--- config.mk ---
export PLATFORM = sky130hd
export DESIGN_NAME = bpc_regs
export DESIGN_NICKNAME = d
export VERILOG_FILES = /design/src/design/bpc_pkg.sv /design/src/design/bpc_regs.sv
export SDC_FILE = /design/constraint.sdc
export NUM_CORES = 1
export LEC_CHECK = 0
export BUFFER_PORTS_ARGS = -buffer_cell sky130_fd_sc_hd__buf_4
export CAP_MARGIN = 20
export CORE_MARGIN = 2
export CORE_UTILIZATION = 30
export DETAILED_ROUTE_END_ITERATION = 6
export PLACE_DENSITY = 0.64
export SLEW_MARGIN = 10
export SYNTH_ARGS = -nofsm -noshare
export SYNTH_HDL_FRONTEND = slang
export SYNTH_SLANG_ARGS = --single-unit
--- constraint.sdc ---
create_clock -name clk -period 1.8 [get_ports clk]
set_clock_uncertainty 0.2 [all_clocks]
set_input_delay 0.18 -clock clk [delete_from_list [all_inputs] [get_ports clk]]
set_output_delay 0.18 -clock clk [all_outputs]
set_load 0.01 [all_outputs]
--- src/design/bpc_pkg.sv ---
// Shared constants, calibration and pipeline types for the pressure compensation block.
package bpc_pkg;

	localparam int NumStages = 9;

	localparam int AddrW = 5;
	localparam int DataW = 32;
	localparam int CalW  = 16;

	localparam logic [2:0] RegPressSens = 3'd0;
	localparam logic [2:0] RegPressOff  = 3'd1;
	localparam logic [2:0] RegSensTc    = 3'd2;
	localparam logic [2:0] RegOffTc     = 3'd3;
	localparam logic [2:0] RegRefTemp   = 3'd4;
	localparam logic [2:0] RegTempCoeff = 3'd5;

	localparam int RawW   = 24;
	localparam int DtW    = 25;
	localparam int ProdW  = 42;
	localparam int DtSqW  = 50;
	localparam int AW     = 18;
	localparam int BW     = 19;
	localparam int T2W    = 17;
	localparam int OffW   = 35;
	localparam int SensW  = 34;
	localparam int SqW    = 35;
	localparam int Off2W  = 38;
	localparam int Sens2W = 37;
	localparam int OffCW  = 39;
	localparam int SensCW = 38;
	localparam int TempW  = 16;
	localparam int PressW = 18;

	localparam int ShiftTemp  = 23;
	localparam int ShiftT2    = 31;
	localparam int ShiftOff   = 7;
	localparam int ShiftSens  = 8;
	localparam int ShiftPress = 21;
	localparam int ShiftFinal = 15;
	localparam int SensSplit  = 19;

	localparam logic signed [AW-1:0] ColdLimit   = -18'sd3500;
	localparam logic signed [BW-1:0] ColdOffset  = 19'sd3500;
	localparam logic signed [19:0]   TempRef     = 20'sd2000;

	typedef logic [NumStages-1:0] stage_vec_t;

	typedef struct packed {
		logic [CalW-1:0] pressure_sensitivity;
		logic [CalW-1:0] pressure_offset;
		logic [CalW-1:0] sensitivity_temp_coeff;
		logic [CalW-1:0] offset_temp_coeff;
		logic [CalW-1:0] reference_temperature;
		logic [CalW-1:0] temperature_coeff;
	} cal_t;

	// first-order terms, leaving the front section
	typedef struct packed {
		logic [RawW-1:0]         d1;
		logic signed [AW-1:0]    a;
		logic signed [BW-1:0]    b;
		logic                    cold;
		logic                    very_cold;
		logic [T2W-1:0]          t2;
		logic signed [OffW-1:0]  off;
		logic signed [SensW-1:0] sens;
	} lin_t;

	// corrected terms, leaving the correction section
	typedef struct packed {
		logic [RawW-1:0]          d1;
		logic signed [TempW-1:0]  temp;
		logic signed [OffCW-1:0]  off_c;
		logic signed [SensCW-1:0] sens_c;
	} corr_t;

endpackage

--- src/design/bpc_regs.sv ---
// APB register file holding the six calibration words.
module bpc_regs (
	input  logic                      clk,
	input  logic                      arst_n,
	input  logic                      psel,
	input  logic                      penable,
	input  logic                      pwrite,
	input  logic [bpc_pkg::AddrW-1:0] paddr,
	input  logic [bpc_pkg::DataW-1:0] pwdata,
	output logic [bpc_pkg::DataW-1:0] prdata,
	output bpc_pkg::cal_t             cal
);
	import bpc_pkg::*;

	cal_t       cal_q;
	logic [2:0] idx;
	logic       wr;
	logic [CalW-1:0] rd_word;

	assign idx = paddr[4:2];
	assign wr  = psel && penable && pwrite;

	always_ff @(posedge clk or negedge arst_n) begin
		if (!arst_n) begin
			cal_q <= '0;
		end else if (wr) begin
			unique case (idx)
				RegPressSens: cal_q.pressure_sensitivity   <= pwdata[CalW-1:0];
				RegPressOff:  cal_q.pressure_offset        <= pwdata[CalW-1:0];
				RegSensTc:    cal_q.sensitivity_temp_coeff <= pwdata[CalW-1:0];
				RegOffTc:     cal_q.offset_temp_coeff      <= pwdata[CalW-1:0];
				RegRefTemp:   cal_q.reference_temperature  <= pwdata[CalW-1:0];
				RegTempCoeff: cal_q.temperature_coeff      <= pwdata[CalW-1:0];
				default: ;
			endcase
		end
	end

	always_comb begin
		unique case (idx)
			RegPressSens: rd_word = cal_q.pressure_sensitivity;
			RegPressOff:  rd_word = cal_q.pressure_offset;
			RegSensTc:    rd_word = cal_q.sensitivity_temp_coeff;
			RegOffTc:     rd_word = cal_q.offset_temp_coeff;
			RegRefTemp:   rd_word = cal_q.reference_temperature;
			RegTempCoeff: rd_word = cal_q.temperature_coeff;
			default:      rd_word = '0;
		endcase
	end

	assign prdata = {{(DataW-CalW){1'b0}}, rd_word};
	assign cal    = cal_q;

endmodule

* After elaboration in Yosys (flattened, before gate mapping)
Cells that the tools add are included.
** Operators by class
- Reductions and logical operators :: 9
- Muxes and demuxes :: 1
- Equal/unequal tests :: 5
** Operator list (count)
- $pmux W16 S6 :: 1
- $reduce_and A2 Y1 :: 6
- $eq A3 B2 Y1 const B :: 2
- $eq A3 B3 Y1 const B :: 2
- $eq A3 B1 Y1 const B :: 1
- $logic_not A3 Y1 :: 1
- $logic_and A1 B1 Y1 :: 2
** Storage, ports and cells
- Bits of input ports :: 42
- Output and inout port bits :: 128
- Logic and storage cells :: 21
- Bits in registers :: 96

* Logic depth before layout (Yosys ltp)
Gate-level depths: netlist of the first run.
- Depth in word-level cells :: 3
- Gate-level depth with buffers :: 6
- Mapped depth without buffers :: 3

* Worst setup path before layout of the first run
No wires, ideal clock.
- Path type :: input to register
- Start :: input port paddr[4] in the netlist's numbering
- End :: register cal_q (netlist bit cal[53])
- Stages :: 6
- Data required time :: 1475 ps
- Arrival time :: 1365 ps
- Setup slack :: 110 ps
- Setup time :: 125 ps
- Buffers on the path :: 3
- Cells stage by stage :: clkbuf_2 -> nand2b_1 -> buf_2 -> nor2_4 -> buf_6 -> mux2_2
** On the way
- Cells in the longest elaborated chain, start to end :: 2
** Ends and longest elaborated chain
- start, declared :: line bpc_regs.sv:8 : input logic [bpc_pkg::AddrW-1:0] paddr,
- $eq A3 B2 Y1 :: line bpc_regs.sv:27 : unique case (idx)
- $reduce_and A2 Y1 (no line)
- end, declared :: line bpc_regs.sv:15 : cal_t cal_q;
No other way between the ends.
A chain may end at the register's enable or synchronous reset.

* Worst setup path after layout of the first run
- Start :: register cal_q (netlist bit cal[91])
- End :: output port prdata[11] in the netlist's numbering
** On the way
- Cells in the longest elaborated chain, start to end :: 1
** Ends and longest elaborated chain
- $pmux W16 S6 :: line bpc_regs.sv:40 : unique case (idx)
- end, declared :: line bpc_regs.sv:10 : output logic [bpc_pkg::DataW-1:0] prdata,
No other way between the ends.

==> impl_metrics.tcl, run 1 <==
set metrics [dict create \
    status "finished with violations" \
    violations "setup timing" \
    cts.htree.levels 3 \
    cts.reportedPaths.clkPinSlew_ns 0.07 \
    synth-compound-area-share_pct 4.74 \
    cts_tree "yes" \
    total_iterations_of_the_first_detailed_routing_run 4 \
    setup_repair_after_global_routing_missed_its_margin "true" \
    clock_tree.buffer_depth 2 \
    max-slew-margin-rel_pct 61.3 \
    setup.worst_path.end_class "output port" \
    fmaxAchievable_mhz 547 \
    share_of_layout_cells_above_drive_strength_1_pct 60.4 \
    clock-root-buffer "clkbuf_16" \
    filler_cell_count 1393 \
    cts_buffers 9 \
    number_of_flip_flops_in_the_largest_register 96 \
    die-width_um 128 \
    hp_class "in -> async" \
    cp_max_fo 2 \
    timing.final.setup_violations 6 \
    largest_net_degree_at_the_start_of_global_routing 97 \
    core_area_mm2 0.0151 \
    synth_simple_gate_area_share_pct 5.29 \
    layout_common_cells "buf_4 (190), dfrtp_1 (96), mux2_2 (93)" \
    post-layout-total-power_mw 7.06 \
    cp_slowest_stage_delay_ns 0.39 \
    number_of_antenna_violations_at_the_first_check_in_global_routing 0 \
    gp_congestion 0.797 \
    die-area_mm2 0.0163 \
    ys_types 30 \
    slew_at_the_pin_closest_to_its_max_slew_limit_ns 0.581 \
    timing.rr.start "cal[90]" \
    drt.antenna.violating_nets 0 \
    starting_density_of_the_core_pct 30.4 \
    design.portCount 170 \
    yosys_warnings 0 \
    power.density_cell_area_mw_per_mm2 1040 \
    yosys-mux-area-fraction_pct 32.2 \
    grtUsageTotal_pct 16.6 \
    syn-cell-area_mm2 0.00459 \
    cpMaxStageDelayCell "dfrtp_1" \
    drc 0 \
    ir_worst_vdd_mv 0.463 \
    post-dp-hpwl_um 9300 \
    synthXorXnorAreaFrac_pct 0 \
    period_share_pct 102 \
    synth_top_family_by_area "multiplexers" \
    detail_route.vias_per_cell 4.78 \
    wire_length_of_the_first_global_routing_pass_um 20300 \
    layout.cells.most_common "buf_4" \
    leakage_nw 3.34 \
    timing.critical_path.arrival_ns 1.45 \
    synthesis.area_per_instance_um2 13.8 \
    nets 583 \
    placementRows 45 \
    synth_adder_area_share_pct 0 \
    dr.first_iter.drc_count 144 \
    areaGrowthSynthToFinish_pct 48.0 \
    setup.worst_path.start "cal[91]" \
    num_antenna_cells 0 \
    num_vias 3512 \
    cells_along_the_critical_path "mux2_4, a221oi_2, a31oi_1, buf_4" \
    die_height_um 128 \
    crit_required_ns 1.42 \
    residual_overflow_from_global_routing 0 \
    start_kind "register" \
    ys_seq_elements 96 \
    finalWirelength_um 13300 \
    tritoncts_num_sinks 96 \
    final-seq-area_mm2 0.00240 \
    cap_viol_max_count 0 \
    via_count_of_the_first_global_routing_pass 3622 \
    synth-seq-area-share_pct 52.3 \
    path_class "reg -> out" \
    hold_viol 0 \
    worst_skew_pair.late_latency_ns 0.34 \
    final_max_slew_viol_count 0 \
    place.port_buffers 135 \
    multiInputGateArea_mm2 0.00207 \
    min_period_ns 1.83 \
    fin_util_pct 45.0 \
    layout_setup_ws_ns -0.0272 \
    syn-instance-count 333 \
    route.detailed.wl_per_inst_um 18.1 \
]
-- per-stage QoR --
step                setup WS (ns)  setup TNS (ns)  hold slack (ns)  cells  cell area (um2)
floorplan                   0.110               0           -0.316    348             4650
global placement          -0.0126         -0.0655           0.0670    671             6010
detailed placement       -0.00992         -0.0381           0.0776    671             6010
CTS                       -0.0289          -0.163            0.217    726             6710
global route              -0.0999          -0.729            0.234    734             6790
finish                    -0.0272         -0.0632            0.165    734             6790
-- critical path, delay by kind of cell, from the launching register on --
family                 cells  cell delay [ns]
DFF                        1             0.39
muxes                      1             0.28
AOI/OAI and AO/OA          2             0.28
buffers and inverters      1             0.15
-- metal layers --
metal	wire (um)	vias to the layer above	part of all wire [%]	global-route usage, %
met4	176	0	1.3	5.43
li1	-	1608	-	-
met3	880	13	6.6	4.67
met5	0	-	0	0
met2	6600	124	50	27.8
met1	5640	1767	42	20.7
-- repair_timing --
item,CTS,global route
hold endpoints to repair,192,0
setup buffers,22,8
pin swaps,3,3
hold buffers,17,0
endpoints found under the setup margin,10,13
gates cloned,0,0
gates resized for setup,13,7
-- cells in the mapped netlist --
| library cell | instances | area (um2) |
|---|---|---|
| mux2_2 | 98 | 1100 |
| dfrtp_1 | 96 | 2400 |
| mux2i_1 | 26 | 260 |
| buf_4 | 23 | 173 |
| nand2_1 | 12 | 45.0 |
| mux2_1 | 10 | 113 |
| a221oi_1 | 6 | 52.6 |
| a31oi_1 | 6 | 37.5 |
| buf_2 | 6 | 30.0 |
| nor2_1 | 6 | 22.5 |
| o221ai_1 | 6 | 52.6 |
| or3_1 | 6 | 37.5 |
| clkbuf_1 | 4 | 15.0 |
| nor2_4 | 3 | 33.8 |
| a211oi_1 | 2 | 15.0 |
| a21oi_1 | 2 | 10.0 |
| a221o_1 | 2 | 20.0 |
| a311o_1 | 2 | 20.0 |
| buf_6 | 2 | 22.5 |
| nand2b_1 | 2 | 12.5 |
| nand3_1 | 2 | 10.0 |
| nor3_4 | 2 | 32.5 |
| o21ai_0 | 2 | 10.0 |
| clkbuf_2 | 1 | 5.00 |
| conb_1 | 1 | 3.75 |
| inv_1 | 1 | 3.75 |
| nand4_2 | 1 | 12.5 |
| nand4b_4 | 1 | 23.8 |
| nor2_2 | 1 | 6.26 |
| nor2b_1 | 1 | 6.26 |
-- worst paths after layout --
path	end	slack, ns	cells past startpoint
worst min register to register	cal[89]	0.32	1
worst max register to register	cal[90]	0.58	3
max in group asynchronous	cal[93]	0.73	3
worst min-delay path	cal[72]	0.16	3
worst max-delay path	prdata[11]	-0.03	4
min in group clk	cal[94]	0.22	4
-- final cells by class --
class	count	area share [%]
tap	188	3.46
timing repair buffer	218	26.2
sequential	96	35.4
multi-input combinational	215	30.5
inverter	1	0.0552
clock inverter	3	0.589
clock buffer	13	3.83
-- cell families after synthesis --
| logic type | count (synthesis) |
|---|---|
| buffers and inverters | 37 |
| AOI/OAI and AO/OA | 28 |
| DFF | 96 |
| and+or+nand+nor | 37 |
| muxes | 134 |
| other | 1 |
-- power breakdown --
part | total (mW) | internal, mW | switching, mW | leakage, nW
clock network | 1.93 | 1.15 | 0.784 | 0.150
registers | 2.91 | 2.58 | 0.324 | 1.23
logic | 2.22 | 1.31 | 0.908 | 1.97
total | 7.06 | 5.04 | 2.01 | 3.34
(Power assumes the default switching activity.)
==> run 2: changes to the inputs <==
Settings changed: PLACE_DENSITY 0.64 to default.
==> impl_metrics.tcl, run 2 (synthesized netlist as in run 1, its figures left out) <==
set metrics [dict create \
    setup_repair_after_global_routing_missed_its_margin "true" \
    status "finished with violations" \
    nets 594 \
    share_of_layout_cells_above_drive_strength_1_pct 62.1 \
    start_kind "register" \
    cpMaxStageDelayCell "dfrtp_1" \
    number_of_flip_flops_in_the_largest_register 96 \
    placementRows 45 \
    place_ws_ns 0.0568 \
    cts.htree.levels 3 \
    cts.reportedPaths.clkPinSlew_ns 0.07 \
    gp_congestion 0.771 \
    final_max_slew_viol_count 0 \
    ir_worst_vdd_mv 0.515 \
    violations "setup timing" \
    num_vias 3586 \
    residual_overflow_from_global_routing 0 \
    finalWirelength_um 13500 \
    worst_skew_pair.late_latency_ns 0.35 \
    drt.antenna.violating_nets 0 \
    cts_tree "yes" \
    clock-root-buffer "clkbuf_16" \
    power.density_cell_area_mw_per_mm2 1070 \
    total_iterations_of_the_first_detailed_routing_run 4 \
    post-place-cells 672 \
    tritoncts_num_sinks 96 \
    layout_setup_ws_ns -0.0571 \
    starting_density_of_the_core_pct 30.4 \
    crit_required_ns 1.42 \
    via_count_of_the_first_global_routing_pass 3679 \
    hp_class "in -> async" \
    areaGrowthSynthToFinish_pct 51.3 \
    number_of_antenna_violations_at_the_first_check_in_global_routing 0 \
    dr.first_iter.drc_count 175 \
    route.detailed.wl_per_inst_um 18.1 \
    die_height_um 128 \
    post-dp-hpwl_um 9750 \
    setup.worst_path.end_class "output port" \
    cp_max_fo 2 \
    leakage_nw 3.42 \
    r2r_slack_ns 0.57 \
    num_antenna_cells 0 \
    design.portCount 170 \
    period_share_pct 103 \
    wire_length_of_the_first_global_routing_pass_um 20800 \
    timing.final.setup_violations 8 \
    fmaxAchievable_mhz 538 \
    detail_route.vias_per_cell 4.81 \
    cells_along_the_critical_path "mux2i_1, a211oi_2, a311o_1, buf_4" \
    place.port_buffers 135 \
    cp_slowest_stage_delay_ns 0.38 \
    cap_viol_max_count 0 \
    hold_viol 0 \
    core_area_mm2 0.0151 \
    path_class "reg -> out" \
    largest_net_degree_at_the_start_of_global_routing 43 \
    min_period_ns 1.86 \
    finalNonFillerCells 745 \
    die-area_mm2 0.0163 \
    layout.cells.most_common "buf_4" \
    timing.critical_path.arrival_ns 1.48 \
    post-layout-total-power_mw 7.45 \
    final.setup.tns_ns -0.210 \
    cts_buffers 9 \
    layout_common_cells "buf_4 (202), dfrtp_1 (96), mux2_2 (94)" \
    filler_cell_count 1387 \
    grtUsageTotal_pct 17.0 \
    drc 0 \
    clock_tree.buffer_depth 2 \
    die-width_um 128 \
]
run 2: cell types whose count changed in the layout (fill, tap and decap cells not counted), moves of 2 or more:
cell       delta
a21oi_1       -2
clkbuf_1      -2
buf_6         -2
buf_4        +12
bufinv_16     +2
clkinv_2      -2
a21oi_2       +2
run 2: final cells by class:
type                       count  area [um2]  share of cell area (%)
inverter                       1        3.75                  0.0540
clock inverter                 6         115                    1.66
tap                          188         235                    3.39
multi-input combinational    215        2080                    30.0
clock buffer                  10         239                    3.44
sequential                    96        2400                    34.6
timing repair buffer         229        1870                    26.9
run 2: per-layer routing:
layer	GRT usage (%)	share of wire [%]	routed length, um
met1	21.1	44	5950
met2	28.6	49	6560
met3	4.22	5.5	749
met4	6.27	1.8	246
met5	0	0	0
run 2: critical path: cells and delay by family (launching register included):
kind / cells / cell delay (ns)
compound gates: 2 / 0.39
buf+inv: 1 / 0.15
flops: 1 / 0.38
mux: 1 / 0.20
run 2: path summary, 6_finish.rpt:
path,endpoint,cells past startpoint,startpoint
setup / recovery,prdata[7],4,cal[7]
max in group asynchronous,cal[56],3,arst_n
hold reg to reg,cal[93],1,cal[93]
min in group clk,cal[88],4,paddr[4]
hold / removal,cal[95],2,arst_n
setup reg to reg,cal[91],3,cal[91]
run 2: power breakdown:
part,internal (mW),leakage [nW],switching [mW]
clock,1.40,0.169,0.853
combinational,1.36,2.02,0.934
sequential,2.58,1.23,0.321
run 2: what timing repair did:
item,CTS,global route
hold endpoints to repair,192,0
setup buffers,23,17
hold buffers,17,0
resized for setup,12,8
endpoints found under the setup margin,10,16
pin swaps,6,3
run 2: per-stage QoR:
stage / instance area, um2 / hold slack (ns) / util [%]
2_1_floorplan: 4650 / -0.316 / -
3_3_place_gp: 6030 / -0.0818 / 40.0
3_5_place_dp: 6030 / -0.0768 / 40.0
4_1_cts: 6780 / 0.0938 / 45.0
5_1_grt: 6950 / 0.116 / 46.0
6_report: 6950 / 0.0877 / 46.0
==> run 3: changes to the inputs <==
--- a/config.mk
+++ b/config.mk
@@ -11,4 +11,5 @@
 export CORE_UTILIZATION = 30
 export DETAILED_ROUTE_END_ITERATION = 6
+export GPL_TIMING_DRIVEN = 1
 export SLEW_MARGIN = 10
 export SYNTH_ARGS = -nofsm -noshare
==> constraint.sdc (replaced) <==
create_clock -name clk -period 1.8 [get_ports clk]
set_clock_uncertainty 0.2 [all_clocks]
set_input_delay 0.18 -clock clk [delete_from_list [all_inputs] [get_ports clk]]
set_output_delay 0.18 -clock clk [all_outputs]
set_load 0.02 [all_outputs]
==> impl_metrics.tcl, run 3 (synthesized netlist as in run 1, its figures left out) <==
set metrics [dict create \
    worst_skew_pair.late_latency_ns 0.34 \
    residual_overflow_from_global_routing 0 \
    clock-root-buffer "clkbuf_16" \
    layout_common_cells "buf_4 (199), mux2_2 (97), dfrtp_1 (96)" \
    areaGrowthSynthToFinish_pct 48.1 \
    num_vias 3539 \
    via_count_of_the_first_global_routing_pass 3571 \
    number_of_antenna_violations_at_the_first_check_in_global_routing 0 \
    total_iterations_of_the_first_detailed_routing_run 5 \
    cts_tree "yes" \
    setup.worst_path.end_class "output port" \
    final-seq-area_mm2 0.00240 \
    hp_class "in -> async" \
    placementRows 45 \
    cts_buffers 9 \
    finalWirelength_um 13600 \
    fin_util_pct 45.1 \
    die_height_um 128 \
    crit_required_ns 1.42 \
    power.density_cell_area_mw_per_mm2 1090 \
    nets 590 \
    largest_net_degree_at_the_start_of_global_routing 53 \
    route.detailed.wl_per_inst_um 18.4 \
    ir_worst_vdd_mv 0.476 \
    violations "setup timing" \
    cap_viol_max_count 0 \
    timing.final.setup_violations 7 \
    drt.antenna.violating_nets 0 \
    grtUsageTotal_pct 16.7 \
    final.hold.worst_slack_ns 0.121 \
    gp_congestion 0.739 \
    core_area_mm2 0.0151 \
    start_kind "register" \
    wire_length_of_the_first_global_routing_pass_um 20500 \
    share_of_layout_cells_above_drive_strength_1_pct 61.5 \
    clock_tree.buffer_depth 2 \
    layout.cells.most_common "buf_4" \
    tritoncts_num_sinks 96 \
    path_class "reg -> out" \
    cts.htree.levels 3 \
    post-dp-hpwl_um 9780 \
    design.portCount 170 \
    hold_viol 0 \
    die-width_um 128 \
    final_max_slew_viol_count 0 \
    die-area_mm2 0.0163 \
    layout.cell_area.non_filler_mm2 0.00680 \
    cp_max_fo 3 \
    status "finished with violations" \
    drc 0 \
    cts.reportedPaths.clkPinSlew_ns 0.06 \
    place.port_buffers 135 \
    detail_route.vias_per_cell 4.78 \
    period_share_pct 102 \
    timing.critical_path.arrival_ns 1.46 \
    starting_density_of_the_core_pct 30.4 \
    multiInputGateArea_mm2 0.00206 \
    layout_setup_ws_ns -0.0444 \
    setup_repair_after_global_routing_missed_its_margin "true" \
    leakage_nw 3.36 \
    min_period_ns 1.84 \
    fmaxAchievable_mhz 542 \
    num_antenna_cells 0 \
    dr.first_iter.drc_count 76 \
    postPlaceCellArea_mm2 0.00601 \
    number_of_flip_flops_in_the_largest_register 96 \
    rr_worst_depth 3 \
    filler_cell_count 1404 \
]
[run 3: changes by cell type in the layout (fill, tap and decap cells not counted), moves of 3 or more]
cell,change
buf_12,-3
buf_4,-3
bufinv_16,-3
clkinv_2,+3
mux2_2,+3
mux2_4,-3
[run 3: final cells by class]
cell class | count | share of cell area (%)
Clock inverter | 3 | 0.221
Clock buffer | 13 | 3.97
Tap cell | 188 | 3.46
Timing Repair Buffer | 225 | 26.6
Inverter | 1 | 0.0552
Multi-Input combinational cell | 215 | 30.4
Sequential cell | 96 | 35.3
[run 3: per-layer routing]
metal	GRT usage, %	routed length, um
met5	0	0
met4	5.95	195
met3	3.80	782
met2	28.2	6620
met1	21.1	6010
[run 3: timing repair]
item                       in CTS  in global routing
hold endpoints to repair      192                  0
cloned                          0                  0
buffers inserted               22                 12
pin swaps                       2                  0
hold buffers                   17                  0
setup endpoints to repair      10                 15
gates resized for setup         9                  9
[run 3: final timing paths]
| path | start | end | slack, ns |
|---|---|---|---|
| max | cal[86] | prdata[6] | -0.04 |
| min | arst_n | cal[31] | 0.12 |
| max reg2reg | cal[56] | cal[56] | 0.62 |
| min reg2reg | cal[93] | cal[93] | 0.32 |
| max in group asynchronous | arst_n | cal[5] | 0.64 |
| min in group clk | paddr[4] | cal[86] | 0.21 |
[run 3: worst max-delay path, stage by stage (launching register included)]
cell and delay, ns:
dfrtp_1 0.40, mux2_2 0.28, a221oi_2 0.20, a31oi_1 0.07
buf_4 0.17
[run 3: stage by stage]
step	setup slack, ns	std cells	power, mW	setup TNS [ns]
3_3_place_gp	0.00306	674	5.26	0
2_1_floorplan	0.0514	348	4.19	0
4_1_cts	-0.0602	729	7.37	-0.322
3_5_place_dp	-0.00485	674	5.32	-0.00485
6_report	-0.0444	741	7.40	-0.204
5_1_grt	-0.111	741	7.74	-0.794
[run 3: report_power, final]
part	total (mW)	switching [mW]	leakage [nW]	internal [mW]
Clock	1.84	0.793	0.145	1.04
Sequential	2.90	0.319	1.23	2.58
Combinational	2.66	1.32	1.98	1.34
Total	7.40	2.43	3.36	4.96
